`src/design/nmea_gga_pkg.sv`:
```
// Package for the GGA sentence parser: header state type, ASCII codes,
// field numbers and the decimal accumulate helper.
// Depends on nothing.
package nmea_gga_pkg;

  typedef enum logic [2:0] {
    HDR_HUNT   = 3'd0,
    HDR_DOLLAR = 3'd1,
    HDR_G      = 3'd2,
    HDR_GP     = 3'd3,
    HDR_GPG    = 3'd4,
    HDR_GPGG   = 3'd5,
    HDR_BODY   = 3'd6
  } hdr_state_e;

  typedef enum logic [2:0] {
    ACC_NONE,
    ACC_HOUR,
    ACC_MINUTE,
    ACC_SECOND,
    ACC_LAT_DEG,
    ACC_LAT_MIN,
    ACC_LON_DEG,
    ACC_LON_MIN
  } acc_sel_e;

  localparam logic [7:0] ASCII_DOLLAR = 8'h24;
  localparam logic [7:0] ASCII_G      = 8'h47;
  localparam logic [7:0] ASCII_P      = 8'h50;
  localparam logic [7:0] ASCII_A      = 8'h41;
  localparam logic [7:0] ASCII_CR     = 8'h0D;
  localparam logic [7:0] ASCII_COMMA  = 8'h2C;
  localparam logic [7:0] ASCII_ZERO   = 8'h30;
  localparam logic [7:0] ASCII_NINE   = 8'h39;
  localparam logic [7:0] ASCII_S      = 8'h53;

  localparam logic [3:0] FLD_TIME = 4'd1;
  localparam logic [3:0] FLD_LAT  = 4'd2;
  localparam logic [3:0] FLD_NS   = 4'd3;
  localparam logic [3:0] FLD_LON  = 4'd4;
  localparam logic [3:0] FLD_QUAL = 4'd6;
  localparam logic [3:0] CNT_MAX  = 4'd15;

  localparam logic [4:0] HOUR_OFFSET_RST = 5'd9;
  localparam logic [4:0] HOURS_PER_DAY   = 5'd24;
  localparam logic [4:0] HOUR_MAX        = 5'd23;

  // acc * 10 + d, truncated to 20 bits.
  function automatic logic [19:0] mac10(input logic [19:0] acc, input logic [3:0] d);
    return (acc << 3) + (acc << 1) + {16'd0, d};
  endfunction

endpackage

```
`src/design/nmea_gga_sentence_parser_core.sv`:
```
// Top level of the GGA sentence parser: header match, field counting,
// digit accumulation and the result register.
// Depends on nmea_gga_pkg.

// The parser takes one received character per clock cycle: each byte passes
// a compare and a multiply-by-ten accumulate on its way into the state
// registers. After "$GPGGA" has been seen, a carriage return produces one
// result in the cycle after it is accepted; no other byte produces a result.
// The input is held off only while a finished result waits in the result
// register and the downstream side is not taking it. hour_offset is to be
// written through cfg_we_i and cfg_wdata_i only while the parser is idle;
// the block itself does not enforce this.
module nmea_gga_sentence_parser_core
  import nmea_gga_pkg::*;
(
  input  logic              clk_i,
  input  logic              rst_ni,
  input  logic              cfg_we_i,
  input  logic [4:0]        cfg_wdata_i,
  input  logic              rx_valid_i,
  output logic              rx_ready_o,
  input  logic [7:0]        rx_byte_i,
  output logic              res_valid_o,
  input  logic              res_ready_i,
  output logic              fix_ok_o,
  output logic [4:0]        hour_o,
  output logic [6:0]        minute_o,
  output logic [6:0]        second_o,
  output logic signed [7:0] lat_degrees_o,
  output logic [19:0]       lat_minutes_e4_o,
  output logic [9:0]        lon_degrees_o,
  output logic [19:0]       lon_minutes_e4_o
);

  hdr_state_e  hdr_q, hdr_d;
  logic [4:0]  hour_offset_q;
  logic [3:0]  field_q, field_d;
  logic [3:0]  pos_q, pos_d;
  logic        stopped_q, stopped_d;
  logic [6:0]  hour_acc_q, hour_acc_d;
  logic [6:0]  minute_acc_q, minute_acc_d;
  logic [6:0]  second_acc_q, second_acc_d;
  logic [6:0]  lat_deg_q, lat_deg_d;
  logic [19:0] lat_min_q, lat_min_d;
  logic [9:0]  lon_deg_q, lon_deg_d;
  logic [19:0] lon_min_q, lon_min_d;
  logic        south_q, south_d;
  logic        no_fix_q, no_fix_d;

  logic        res_valid_q, res_valid_d;
  logic        fix_ok_q;
  logic [4:0]  hour_q;
  logic [6:0]  minute_q, second_q;
  logic [7:0]  lat_degrees_q;
  logic [19:0] lat_minutes_q;
  logic [9:0]  lon_degrees_q;
  logic [19:0] lon_minutes_q;

  logic        accept;
  logic        emit;
  logic        is_digit;
  logic [3:0]  dval;
  acc_sel_e    sel;
  logic        first;
  logic        stop_eff;
  logic [4:0]  hour_clamp;
  logic [4:0]  offset_mod;
  logic [5:0]  hour_sum;
  logic [4:0]  hour_local;
  logic [7:0]  lat_signed;

  assign rx_ready_o = !res_valid_q || res_ready_i;
  assign accept     = rx_valid_i && rx_ready_o;
  assign is_digit   = (rx_byte_i >= ASCII_ZERO) && (rx_byte_i <= ASCII_NINE);
  assign dval       = rx_byte_i[3:0];
  assign emit       = accept && (hdr_q == HDR_BODY) && (rx_byte_i == ASCII_CR);

  // Which accumulator the current character feeds, and whether it opens a number.
  always_comb begin
    sel   = ACC_NONE;
    first = 1'b0;
    case (field_q)
      FLD_TIME: begin
        if (pos_q < 4'd2) begin
          sel   = ACC_HOUR;
          first = (pos_q == 4'd0);
        end else if (pos_q < 4'd4) begin
          sel   = ACC_MINUTE;
          first = (pos_q == 4'd2);
        end else if (pos_q < 4'd6) begin
          sel   = ACC_SECOND;
          first = (pos_q == 4'd4);
        end
      end
      FLD_LAT: begin
        if (pos_q < 4'd2) begin
          sel   = ACC_LAT_DEG;
          first = (pos_q == 4'd0);
        end else if (pos_q == 4'd2 || pos_q == 4'd3 || (pos_q >= 4'd5 && pos_q <= 4'd8)) begin
          sel   = ACC_LAT_MIN;
          first = (pos_q == 4'd2);
        end
      end
      FLD_LON: begin
        if (pos_q < 4'd3) begin
          sel   = ACC_LON_DEG;
          first = (pos_q == 4'd0);
        end else if (pos_q == 4'd3 || pos_q == 4'd4 || (pos_q >= 4'd6 && pos_q <= 4'd9)) begin
          sel   = ACC_LON_MIN;
          first = (pos_q == 4'd3);
        end
      end
      default: begin
        sel   = ACC_NONE;
        first = 1'b0;
      end
    endcase
  end

  assign stop_eff = first ? 1'b0 : stopped_q;

  // Header matching and body parsing.
  always_comb begin
    hdr_d        = hdr_q;
    field_d      = field_q;
    pos_d        = pos_q;
    stopped_d    = stopped_q;
    hour_acc_d   = hour_acc_q;
    minute_acc_d = minute_acc_q;
    second_acc_d = second_acc_q;
    lat_deg_d    = lat_deg_q;
    lat_min_d    = lat_min_q;
    lon_deg_d    = lon_deg_q;
    lon_min_d    = lon_min_q;
    south_d      = south_q;
    no_fix_d     = no_fix_q;
    if (accept) begin
      case (hdr_q)
        HDR_HUNT:   hdr_d = (rx_byte_i == ASCII_DOLLAR) ? HDR_DOLLAR : HDR_HUNT;
        HDR_DOLLAR: hdr_d = (rx_byte_i == ASCII_G) ? HDR_G : HDR_HUNT;
        HDR_G:      hdr_d = (rx_byte_i == ASCII_P) ? HDR_GP : HDR_HUNT;
        HDR_GP:     hdr_d = (rx_byte_i == ASCII_G) ? HDR_GPG : HDR_HUNT;
        HDR_GPG:    hdr_d = (rx_byte_i == ASCII_G) ? HDR_GPGG : HDR_HUNT;
        HDR_GPGG:   hdr_d = (rx_byte_i == ASCII_A) ? HDR_BODY : HDR_HUNT;
        HDR_BODY: begin
          if (rx_byte_i == ASCII_CR) begin
            // End of sentence: everything starts over.
            hdr_d        = HDR_HUNT;
            field_d      = '0;
            pos_d        = '0;
            stopped_d    = 1'b0;
            hour_acc_d   = '0;
            minute_acc_d = '0;
            second_acc_d = '0;
            lat_deg_d    = '0;
            lat_min_d    = '0;
            lon_deg_d    = '0;
            lon_min_d    = '0;
            south_d      = 1'b0;
            no_fix_d     = 1'b0;
          end else if (rx_byte_i == ASCII_COMMA) begin
            if (field_q != CNT_MAX) field_d = field_q + 4'd1;
            pos_d     = '0;
            stopped_d = 1'b0;
          end else begin
            if (sel != ACC_NONE) begin
              stopped_d = stop_eff | ~is_digit;
              if (!stop_eff && is_digit) begin
                case (sel)
                  ACC_HOUR:    hour_acc_d   = 7'(mac10({13'd0, hour_acc_q}, dval));
                  ACC_MINUTE:  minute_acc_d = 7'(mac10({13'd0, minute_acc_q}, dval));
                  ACC_SECOND:  second_acc_d = 7'(mac10({13'd0, second_acc_q}, dval));
                  ACC_LAT_DEG: lat_deg_d    = 7'(mac10({13'd0, lat_deg_q}, dval));
                  ACC_LAT_MIN: lat_min_d    = mac10(lat_min_q, dval);
                  ACC_LON_DEG: lon_deg_d    = 10'(mac10({10'd0, lon_deg_q}, dval));
                  ACC_LON_MIN: lon_min_d    = mac10(lon_min_q, dval);
                  default:     hour_acc_d   = hour_acc_q;
                endcase
              end
            end
            if (field_q == FLD_NS && pos_q == 4'd0) south_d = (rx_byte_i == ASCII_S);
            if (field_q == FLD_QUAL && pos_q == 4'd0) no_fix_d = (rx_byte_i == ASCII_ZERO);
            if (pos_q != CNT_MAX) pos_d = pos_q + 4'd1;
          end
        end
        default: hdr_d = HDR_HUNT;
      endcase
    end
  end

  // Local hour: clamp to 23, then subtract the offset modulo 24.
  always_comb begin
    hour_clamp = (hour_acc_q > {2'd0, HOUR_MAX}) ? HOUR_MAX : hour_acc_q[4:0];
    offset_mod = (hour_offset_q >= HOURS_PER_DAY) ? hour_offset_q - HOURS_PER_DAY
                                                  : hour_offset_q;
    hour_sum   = {1'b0, hour_clamp} + {1'b0, HOURS_PER_DAY} - {1'b0, offset_mod};
    hour_local = (hour_sum >= {1'b0, HOURS_PER_DAY}) ? hour_sum[4:0] - HOURS_PER_DAY
                                                     : hour_sum[4:0];
    lat_signed = south_q ? (8'd0 - {1'b0, lat_deg_q}) : {1'b0, lat_deg_q};
  end

  always_comb begin
    res_valid_d = res_valid_q;
    if (emit) res_valid_d = 1'b1;
    else if (res_ready_i) res_valid_d = 1'b0;
  end

  always_ff @(posedge clk_i or negedge rst_ni) begin
    if (!rst_ni) begin
      hdr_q <= HDR_HUNT;
    end else begin
      hdr_q <= hdr_d;
    end
  end

  always_ff @(posedge clk_i or negedge rst_ni) begin
    if (!rst_ni) begin
      hour_offset_q <= HOUR_OFFSET_RST;
      field_q       <= '0;
      pos_q         <= '0;
      stopped_q     <= 1'b0;
      hour_acc_q    <= '0;
      minute_acc_q  <= '0;
      second_acc_q  <= '0;
      lat_deg_q     <= '0;
      lat_min_q     <= '0;
      lon_deg_q     <= '0;
      lon_min_q     <= '0;
      south_q       <= 1'b0;
      no_fix_q      <= 1'b0;
      res_valid_q   <= 1'b0;
    end else begin
      if (cfg_we_i) hour_offset_q <= cfg_wdata_i;
      field_q      <= field_d;
      pos_q        <= pos_d;
      stopped_q    <= stopped_d;
      hour_acc_q   <= hour_acc_d;
      minute_acc_q <= minute_acc_d;
      second_acc_q <= second_acc_d;
      lat_deg_q    <= lat_deg_d;
      lat_min_q    <= lat_min_d;
      lon_deg_q    <= lon_deg_d;
      lon_min_q    <= lon_min_d;
      south_q      <= south_d;
      no_fix_q     <= no_fix_d;
      res_valid_q  <= res_valid_d;
    end
  end

  // Result payload; a sentence without a fix reports all zeros.
  always_ff @(posedge clk_i) begin
    if (emit) begin
      fix_ok_q      <= !no_fix_q;
      hour_q        <= no_fix_q ? '0 : hour_local;
      minute_q      <= no_fix_q ? '0 : minute_acc_q;
      second_q      <= no_fix_q ? '0 : second_acc_q;
      lat_degrees_q <= no_fix_q ? '0 : lat_signed;
      lat_minutes_q <= no_fix_q ? '0 : lat_min_q;
      lon_degrees_q <= no_fix_q ? '0 : lon_deg_q;
      lon_minutes_q <= no_fix_q ? '0 : lon_min_q;
    end
  end

  assign res_valid_o      = res_valid_q;
  assign fix_ok_o         = fix_ok_q;
  assign hour_o           = hour_q;
  assign minute_o         = minute_q;
  assign second_o         = second_q;
  assign lat_degrees_o    = $signed(lat_degrees_q);
  assign lat_minutes_e4_o = lat_minutes_q;
  assign lon_degrees_o    = lon_degrees_q;
  assign lon_minutes_e4_o = lon_minutes_q;

endmodule
```
`config.mk`:
```
export PLATFORM = sky130hd
export DESIGN_NAME = nmea_gga_sentence_parser_core
export DESIGN_NICKNAME = d
export VERILOG_FILES = /design/src/design/nmea_gga_pkg.sv /design/src/design/nmea_gga_sentence_parser_core.sv
export SDC_FILE = /design/constraint.sdc
export NUM_CORES = 1
export LEC_CHECK = 0
export BUFFER_PORTS_ARGS = -buffer_cell sky130_fd_sc_hd__buf_2
export CAP_MARGIN = 40
export CORE_AREA = 5 5 212 132
export DETAILED_ROUTE_END_ITERATION = 10
export DIE_AREA = 0 0 217 137
export GPL_TIMING_DRIVEN = 1
export PLACE_DENSITY = 0.6
export SETUP_SLACK_MARGIN = 0.15
export SLEW_MARGIN = 10
export SYNTH_ARGS = -nofsm -noshare
export SYNTH_HDL_FRONTEND = slang
export SYNTH_SLANG_ARGS = --single-unit
```
`constraint.sdc`:
```
create_clock -name clk_i -period 4.23 [get_ports clk_i]
set_clock_uncertainty 0.05 [all_clocks]
set_input_delay 0.6345 -clock clk_i [delete_from_list [all_inputs] [get_ports clk_i]]
set_output_delay 0.6345 -clock clk_i [all_outputs]
set_load 0.03 [all_outputs]
```
# ---- After elaboration in Yosys (flattened, before gate mapping)
# Index checks and enable logic that the tools add are counted.
dict set report totals {
  ff_bits 176
  in_bits 18
  output_inout_bits 80
}
dict set report classes {
  addsub 21
  n_lt_le_gt_ge 13
  n_eq_ne 33
  muxes 81
  n_bitwise 3
  n_reduce_logical 50
}
# operator n
set op_table {}
lappend op_table {{$mux W20} 10}
lappend op_table {{$mux W7} 21}
lappend op_table {{$mux W10} 5}
lappend op_table {{$reduce_and A6 Y1} 7}
lappend op_table {{$add A20 B20 Y20} 2}
lappend op_table {{$add A20 B4 Y20} 2}
lappend op_table {{$eq A8 B7 Y1 const B} 4}
lappend op_table {{$mux W3} 10}
lappend op_table {{$add A7 B4 Y7} 4}
lappend op_table {{$add A7 B7 Y7} 4}
lappend op_table {{$reduce_bool A2 Y1} 14}
lappend op_table {{$eq A8 B6 Y1 const B} 3}
lappend op_table {{$mux W4} 6}
lappend op_table {{$eq A3 B3 Y1 const B} 7}
lappend op_table {{$pmux W3 S7} 1}
lappend op_table {{$mux W1} 20}
lappend op_table {{$eq A4 B2 Y1 const B} 4}
lappend op_table {{$mux W5} 3}
lappend op_table {{$eq A3 B2 Y1 const B} 4}
lappend op_table {{$eq A4 B3 Y1 const B} 3}
lappend op_table {{$reduce_and A4 Y1} 3}
lappend op_table {{$add A10 B10 Y10} 1}
lappend op_table {{$add A10 B4 Y10} 1}
lappend op_table {{$sub A5 B5 Y5 const B} 2}
lappend op_table {{33 further kinds} 60}

# ---- Longest topological paths before layout
# Gate-level depths: netlist (run 1).
dict set report depth {
  ltp_word 13
  depth_mapped 13
  ltp_nobuf 13
}

# ---- Least setup slack after synthesis (run 1)
# Ideal clock, no wire load.
dict set report synth_timing {
  path_kind {input-to-reg}
  start {input res_ready_i}
  end {register field_q[0]}
  arrival_time_ns 3.821
  slack_ns 0.235
  path_stages 7
  cell_sequence {nand2b_1 -> nand4_1 -> or2_2 -> clkbuf_1 -> inv_1 -> nor2_1 -> mux2_2}
}
dict set report synth_via {
  elab_chain_len 3
}
# element line_no
set synth_lines {}
lappend synth_lines {{start: declaration} nmea_gga_sentence_parser_core.sv:24} ;# input logic res_ready_i,
lappend synth_lines {{$logic_or A1 B1 Y1} nmea_gga_sentence_parser_core.sv:72} ;# assign rx_ready_o = !res_valid_q || res_ready_i;
lappend synth_lines {{$logic_and A1 B1 Y1} nmea_gga_sentence_parser_core.sv:73} ;# assign accept = rx_valid_i && rx_ready_o;
lappend synth_lines {{$reduce_and A4 Y1 (no source line)} -}
lappend synth_lines {{end signal: assignment} nmea_gga_sentence_parser_core.sv:234} ;# field_q <= field_d;
lappend synth_lines {{end: declaration} nmea_gga_sentence_parser_core.sv:37} ;# logic [3:0] field_q, field_d;
# Every way passes these cells.
# A chain may end at the register's enable or synchronous reset.

# ---- Worst setup path in the final report (run 1)
dict set report layout_timing {
  start {register field_q[1]}
  end {register minute_acc_q[6]}
}
dict set report layout_via {
  elab_chain_len 7
  word_cells_on_any_way 14
  cone_classes {4 x eq/ne; 3 x mux; 7 x reduce/logical}
}
# element line_no
set layout_lines {}
lappend layout_lines {{$eq A4 B3 Y1 (tied with other cells)} nmea_gga_sentence_parser_core.sv:82} ;# case (field_q)
lappend layout_lines {{$pmux W1 S3} nmea_gga_sentence_parser_core.sv:82}
lappend layout_lines {{$mux W1} nmea_gga_sentence_parser_core.sv:120} ;# assign stop_eff = first ? 1'b0 : stopped_q;
lappend layout_lines {{$logic_not A1 Y1} nmea_gga_sentence_parser_core.sv:168} ;# if (!stop_eff && is_digit) begin
lappend layout_lines {{$logic_and A1 B1 Y1} nmea_gga_sentence_parser_core.sv:168}
lappend layout_lines {{$reduce_bool A2 Y1 (no source line)} -}
lappend layout_lines {{$reduce_and A6 Y1 (no source line) *} -}
lappend layout_lines {{end signal: assignment} nmea_gga_sentence_parser_core.sv:238} ;# minute_acc_q <= minute_acc_d;
lappend layout_lines {{end: declaration} nmea_gga_sentence_parser_core.sv:41} ;# logic [6:0] minute_acc_q, minute_acc_d;
# Mark *: on every way between the ends. The rest lies on a longest branch, timed or not.

==> impl_metrics.tcl, run 1 <==
set metrics [dict create \
    drv_cap 0 \
    max_freq_mhz 310 \
    fin_cells 1518 \
    critPathKind "reg2reg" \
    cts_hold_buf 0 \
    root_buffer "clkbuf_16" \
    setup_tns_ps 0 \
    htreeDepth 4 \
    cpMaxStageDelayCell "nor4b_2" \
    yosys-top-cells-area "dfrtp_1 (21%), edfxtp_1 (21%), ha_1 (14%)" \
    area_growth_syn_to_layout_pct 12.8 \
    fin_crit_ps 3230 \
    yosysWarnings 0 \
    cp_num_buf_inv 1 \
    fin_ws_ps 999 \
    wl_per_cell_um 16.8 \
    cts_sinks 176 \
    clock_power_share_pct 43.7 \
    rsz0062_at_grt "no" \
    ios 98 \
    postCtsSetupBuffers 0 \
    setup_violations 0 \
    clockBufferDepth 2 \
    cp.required_ps 4540 \
    post_cts_resized 0 \
    dieArea_mm2 0.0297 \
    cts.reportedPaths.clkPinSlew_ps 70 \
    min_period_over_period_pct 76.4 \
    dr.pass1.iters 5 \
    numCtsBuffers 17 \
    r2r_setup_slack_ps 1000 \
    maxSlewHeadroom_pct 42.7 \
    power.net_switching_mw 0.744 \
    combPwrFrac_pct 3.6 \
    track_usage_pct 17.8 \
    syn_area_mm2 0.0114 \
    fp.coreArea_mm2 0.0258 \
    synthCells 1073 \
    p_sw_share_pct 21.9 \
    critPathMaxFanout 7 \
    syn_avg_cell_area_um2 10.6 \
    fin_nets 1333 \
    dp_hpwl_mm 19.1 \
    cp-start-kind "flip-flop" \
    die_x_um 217 \
    synth_top_area_share_pct 21.0 \
    cp.depth 8 \
    crit_family "simple AND/OR/NAND/NOR gates" \
    dpl_worst_slack_ps 529 \
    r2r-start "field_q[1]" \
    syn_nets 1237 \
    endpoint_kind "flip-flop" \
    grt_max_degree 52 \
    place.port_buffers 97 \
    final_hold_viol_count 0 \
    slowest_delay_ps 620 \
    slew_viol_final 0 \
    overflow 0 \
    drc 0 \
    crit_start "field_q[1]" \
    status "finished, final reports clean" \
    timing.rr.end "minute_acc_q[6]" \
    drive_above_1_share_pct 13.7 \
    ys_ff_latch 176 \
    peakVddDrop_mv 0.212 \
    synth_area_leader_cell "dfrtp_1" \
    pwr-share-seq_pct 52.7 \
    crit_path_end "minute_acc_q[6]" \
    rows 46 \
    synth_edf_count 78 \
    routed_wl_mm 25.6 \
    ys.flop_type "dfrtp_1" \
    worst_slew_pin_slew_ps 856 \
    n_antenna_cell 0 \
    reg2regPathDepth 8 \
    power.leakage_nw 6.72 \
    antenna_found_initial 0 \
    vias 8068 \
    internal_power_mw 2.65 \
    async_reset_ff_share_pct 55.7 \
    initial_core_util_pct 44.2 \
    critPathArrivalTime_ps 3540 \
    place_inst 1486 \
    place.gp.congestion 0.858 \
    design_power_total_mw 3.39 \
    grt_pass1_vias 7822 \
    detail-route-antenna-nets 0 \
    die_h_um 137 \
    cts_tree "built" \
    ys_seq_area_share_pct 42.0 \
    first_iter_violations 580 \
    viasPerCell 5.31 \
    hold_class "in2async" \
    grt_first_pass_wirelength_mm 42.2 \
    ys_types 77 \
    clock_latency_ps 440 \
    path_cells "inv_1 > ha_1 > or4b_1 > nor3_1 > o311a_2 > nor4b_2 > and3_1 > mux2i_1" \
    power_density_mw_per_mm2 263 \
]
[logic make-up (layout without fill, tap and decap cells)]
logic type | Yosys count | after routing | synth area share, %
compound gates | 180 | 180 | 10.7
xor+xnor | 66 | 66 | 5.06
fa+ha+maj | 146 | 146 | 17.0
buf+inv | 101 | 210 | 3.46
flops | 176 | 176 | 42.0
mux | 84 | 84 | 7.45
simple gates | 320 | 320 | 14.3
[worst reg2reg max path: cells and delay by family, from the launching register on]
family	cells	cell delay [ps]
AND/OR/NAND/NOR	4	1890
flip-flops	1	430
AO/OA/AOI/OAI	1	270
multiplexers	1	250
adder cells (fa/ha/maj)	1	170
buffers and inverters	1	100
[per-layer routing]
metal / GRT usage [%] / wire [um] / vias to the layer above
met5: 0 / 0 / -
met4: 3.33 / 169 / 0
met3: 3.85 / 994 / 11
met2: 25.0 / 10300 / 134
met1: 28.2 / 14100 / 3915
li1: - / - / 4008
[state kept, by name (all words and copies together) (netlist names), 3 cells and up]
name,count
lat_min_q,20
second_o,7
hour_offset_q,5
lon_deg_q,10
second_acc_q,7
minute_acc_q,7
lat_minutes_e4_o,20
pos_q,4
hour_o,5
lon_minutes_e4_o,20
hour_acc_q,7
field_q,4
lon_min_q,20
hdr_q,3
minute_o,7
lon_degrees_o,10
lat_degrees_o,8
lat_deg_q,7
[metrics by stage]
stage | utilization (%) | instance area [um2] | hold slack, ps
3_5_place_dp | 47.8 | 12300 | 474
4_1_cts | 49.8 | 12900 | 31.4
2_1_floorplan | - | 11400 | 289
6_report | 49.8 | 12900 | 42.3
5_1_grt | 49.8 | 12900 | 43.3
3_3_place_gp | 47.5 | 12300 | 461
[power groups by stage]
stage          Combinational, mW  Clock, mW  Sequential (mW)
4_1_cts                    0.125       1.52             1.79
6_report                   0.122       1.48             1.79
2_1_floorplan             0.0637          0             1.82
3_5_place_dp               0.124          0             1.82
5_1_grt                    0.143       1.59             1.79
3_3_place_gp               0.119          0             1.82
[cell type report]
type                    count  area (um2)
fillers                  2365       13000
multi-input cells         796        6220
clock buffers              27         504
inverters                  67         253
repair buffers            111         651
well taps                 336         420
clock inverters             5        30.0
flip-flops and latches    176        4800
[cells in the mapped netlist, drive strengths merged (19+ instances only)]
cell type  count
ha           131
nand2        114
dfrtp         96
edfxtp        78
nor2b         78
mux2i         76
inv           67
a21oi         46
nor2          46
xnor2         36
o21ai         33
xor2          30
clkbuf        25
a21o          19
[worst min-delay path by stage]
stage	endpoint	slack, ps	cells past startpoint	start
after floorplan	field_q[0]	290	0	rst_ni
after global placement	second_acc_q[6]	460	2	second_acc_q[6]
after detailed placement	lon_min_q[19]	470	2	lon_min_q[19]
after CTS	lat_min_q[6]	30	1	rst_ni
after global routing	lat_min_q[6]	40	1	rst_ni
final	lat_min_q[6]	40	1	rst_ni
[layout by cell type, fill, tap and decap left out, drive strengths merged, types with 3 or more instances in the layout]
| cell | n |
|---|---|
| o22ai | 3 |
| xor2 | 30 |
| clkinv | 5 |
| clkbuf | 27 |
| a21o | 19 |
| ha | 131 |
| mux2 | 8 |
| nor2 | 46 |
| edfxtp | 78 |
| xnor2 | 36 |
| buf | 111 |
| o21bai | 5 |
| o31a | 3 |
| inv | 67 |
| o21a | 10 |
| o21ai | 33 |
| or2 | 5 |
| a21oi | 46 |
| a31oi | 6 |
| and3 | 7 |
| mux2i | 76 |
| o211ai | 7 |
| a31o | 3 |
| o31ai | 7 |
| a211oi | 7 |
| nor3 | 13 |
| nand2 | 114 |
| nand4 | 3 |
| dfrtp | 96 |
| nor3b | 3 |
| or3 | 5 |
| nor2b | 78 |
| nand2b | 11 |
| and2 | 4 |
| nand3b | 4 |
| nand3 | 13 |
| fa | 15 |
Note: power is estimated with default switching activity, not from simulation.
==> inputs of run 2 (changes only) <==
clock period = 3.01 ns   (was 4.23 ns; I/O delays follow)
==> run 2 against run 1 <==
Final cell count is 1.7% higher. Clock power up 55%. Core utilization rose by 1.3 points. Wire length is 3.9% lower. Via count about the same. Fmax up 17%. First-iteration DRC count down 8.6%. Critical path type unchanged.
==> impl_metrics.tcl, run 2 (same netlist as run 1, synthesis figures left out) <==
set metrics [dict create \
    hold_slack_ps 3.66 \
    clockBufferDepth 2 \
    clock_latency_ps 440 \
    cts_sinks 176 \
    drive_above_1_share_pct 17.2 \
    grt_pass1_vias 7899 \
    p_sw_share_pct 21.8 \
    power_density_mw_per_mm2 378 \
    critPathMaxFanout 3 \
    place_inst 1507 \
    fill_cells 2294 \
    internal_power_mw 3.90 \
    drv_cap 0 \
    htreeDepth 4 \
    drc 0 \
    dpl_cell_area_mm2 0.0125 \
    status "finished, final reports clean" \
    cp_num_buf_inv 2 \
    root_buffer "clkbuf_16" \
    slew_viol_final 0 \
    cts.reportedPaths.clkPinSlew_ps 70 \
    combPwrFrac_pct 3.6 \
    dp_hpwl_mm 18.1 \
    cp.required_ps 3260 \
    detail-route-antenna-nets 0 \
    setup_tns_ps 0 \
    die_x_um 217 \
    place.gp.congestion 0.868 \
    seqCellArea_mm2 0.00480 \
    fp.coreArea_mm2 0.0258 \
    critPathArrivalTime_ps 3000 \
    routed_wl_mm 24.6 \
    power.leakage_nw 6.89 \
    max_freq_mhz 364 \
    fin_crit_ps 2750 \
    critPathKind "reg2reg" \
    setup_violations 0 \
    worst_slew_pin_slew_ps 714 \
    fin_nets 1359 \
    final_hold_viol_count 0 \
    antenna_found_initial 0 \
    n_antenna_cell 0 \
    overflow 0 \
    design_power_total_mw 4.99 \
    grt_max_degree 80 \
    initial_core_util_pct 44.2 \
    rows 46 \
    finalInstanceArea_mm2 0.0132 \
    rsz0062_at_grt "yes" \
    wl_per_cell_um 15.9 \
    slowest_delay_ps 410 \
    multi_input_area_mm2 0.00629 \
    clock_power_share_pct 46.1 \
    die_h_um 137 \
    endpoint_kind "flip-flop" \
    peakVddDrop_mv 0.279 \
    ios 98 \
    vias 8063 \
    final_cell_mix "ha_1 (130), nand2_1 (113), buf_2 (96), dfrtp_1 (94)" \
    viasPerCell 5.22 \
    maxSlewHeadroom_pct 52.4 \
    dr.pass1.iters 5 \
    hold_class "in2async" \
    area_growth_syn_to_layout_pct 15.7 \
    cp-start-kind "flip-flop" \
    cts_tree "built" \
    min_period_over_period_pct 91.4 \
    pwr-share-seq_pct 50.3 \
    crit_top_cell "a21oi_2" \
    utilization_pct 51.1 \
    path_cells "a211oi_2 > nand2b_1 > ha_1 > ha_2 > inv_2 > fa_2 > inv_1 > a21o_1 > a21oi_2 > xnor2_2 > or3b_4 > a21oi_2" \
    fin_cells 1544 \
    grt_first_pass_wirelength_mm 40.9 \
    dpl_worst_slack_ps 19.5 \
    fin_ws_ps 260 \
    place.port_buffers 97 \
    dieArea_mm2 0.0297 \
    power.net_switching_mw 1.09 \
    cpMaxStageDelayCell "dfrtp_1" \
    first_iter_violations 530 \
    crit_family "adder cells" \
    numCtsBuffers 17 \
    layout_commonest_cell "ha_1" \
    track_usage_pct 17.1 \
]
==> run 2: changes by cell type in the layout (fill, tap and decap cells not counted), moves of 2 or more <==
cell,before,now
a21oi_1,46,44
a21oi_2,0,2
buf_4,11,36
bufinv_16,0,3
clkbuf_1,7,0
clkinvlp_4,0,3
inv_6,0,2
nor3_1,12,10
nor3_2,1,3
o21ai_0,33,26
o21ai_1,0,7
==> run 2: power groups by stage <==
stage | combinational, mW | sequential, mW | clock, mW
finish | 0.181 | 2.51 | 2.30
global route | 0.212 | 2.51 | 2.46
CTS | 0.176 | 2.51 | 2.37
detailed placement | 0.174 | 2.56 | 0
global placement | 0.171 | 2.56 | 0
floorplan | 0.0901 | 2.56 | 0
==> run 2: routing by layer <==
metal / share of wire, % / GRT usage, %
met1: 54 / 25.9
met2: 42 / 25.6
met3: 3.6 / 3.14
met4: 0.92 / 4.03
met5: 0 / 0
==> run 2: cell type report <==
class / count / area share, %
clock inverter: 14 / 1.24
clock buffer: 18 / 3.32
inverter: 67 / 1.93
tap: 336 / 3.18
multi-input combinational: 796 / 47.6
timing repair buffer: 137 / 6.37
sequential: 176 / 36.3
==> run 2: worst reg2reg max path: cells and delay by family (launching register included) <==
family          cells  cell delay [ps]
buf+inv             2              100
xor+xnor            1              150
flops               1              410
simple gates        2              500
fa+ha+maj           3              840
compound gates      4              570
==> run 2: path summary, 6_finish.rpt <==
| kind | from | to | slack [ps] | cells past startpoint |
|---|---|---|---|---|
| min in group clk_i | cfg_wdata_i[1] | hour_offset_q[1] | 180 | 3 |
| hold / removal | rst_ni | second_acc_q[4] | 4 | 1 |
| setup / recovery | hour_acc_q[6] | hour_o[4] | 260 | 12 |
| hold reg to reg | second_acc_q[6] | second_acc_q[6] | 480 | 2 |
| max in group asynchronous | rst_ni | lon_min_q[3] | 2230 | 2 |
| setup reg to reg | hour_acc_q[6] | hour_o[4] | 260 | 12 |
==> run 2: repair_timing <==
action / CTS / global route
setup buffers: 1 / 4
pin swaps: 2 / 10
resized for setup: 3 / 18
setup endpoints to repair: 1 / 33
hold buffers: 0 / 0
endpoints found under the hold margin: 0 / 0
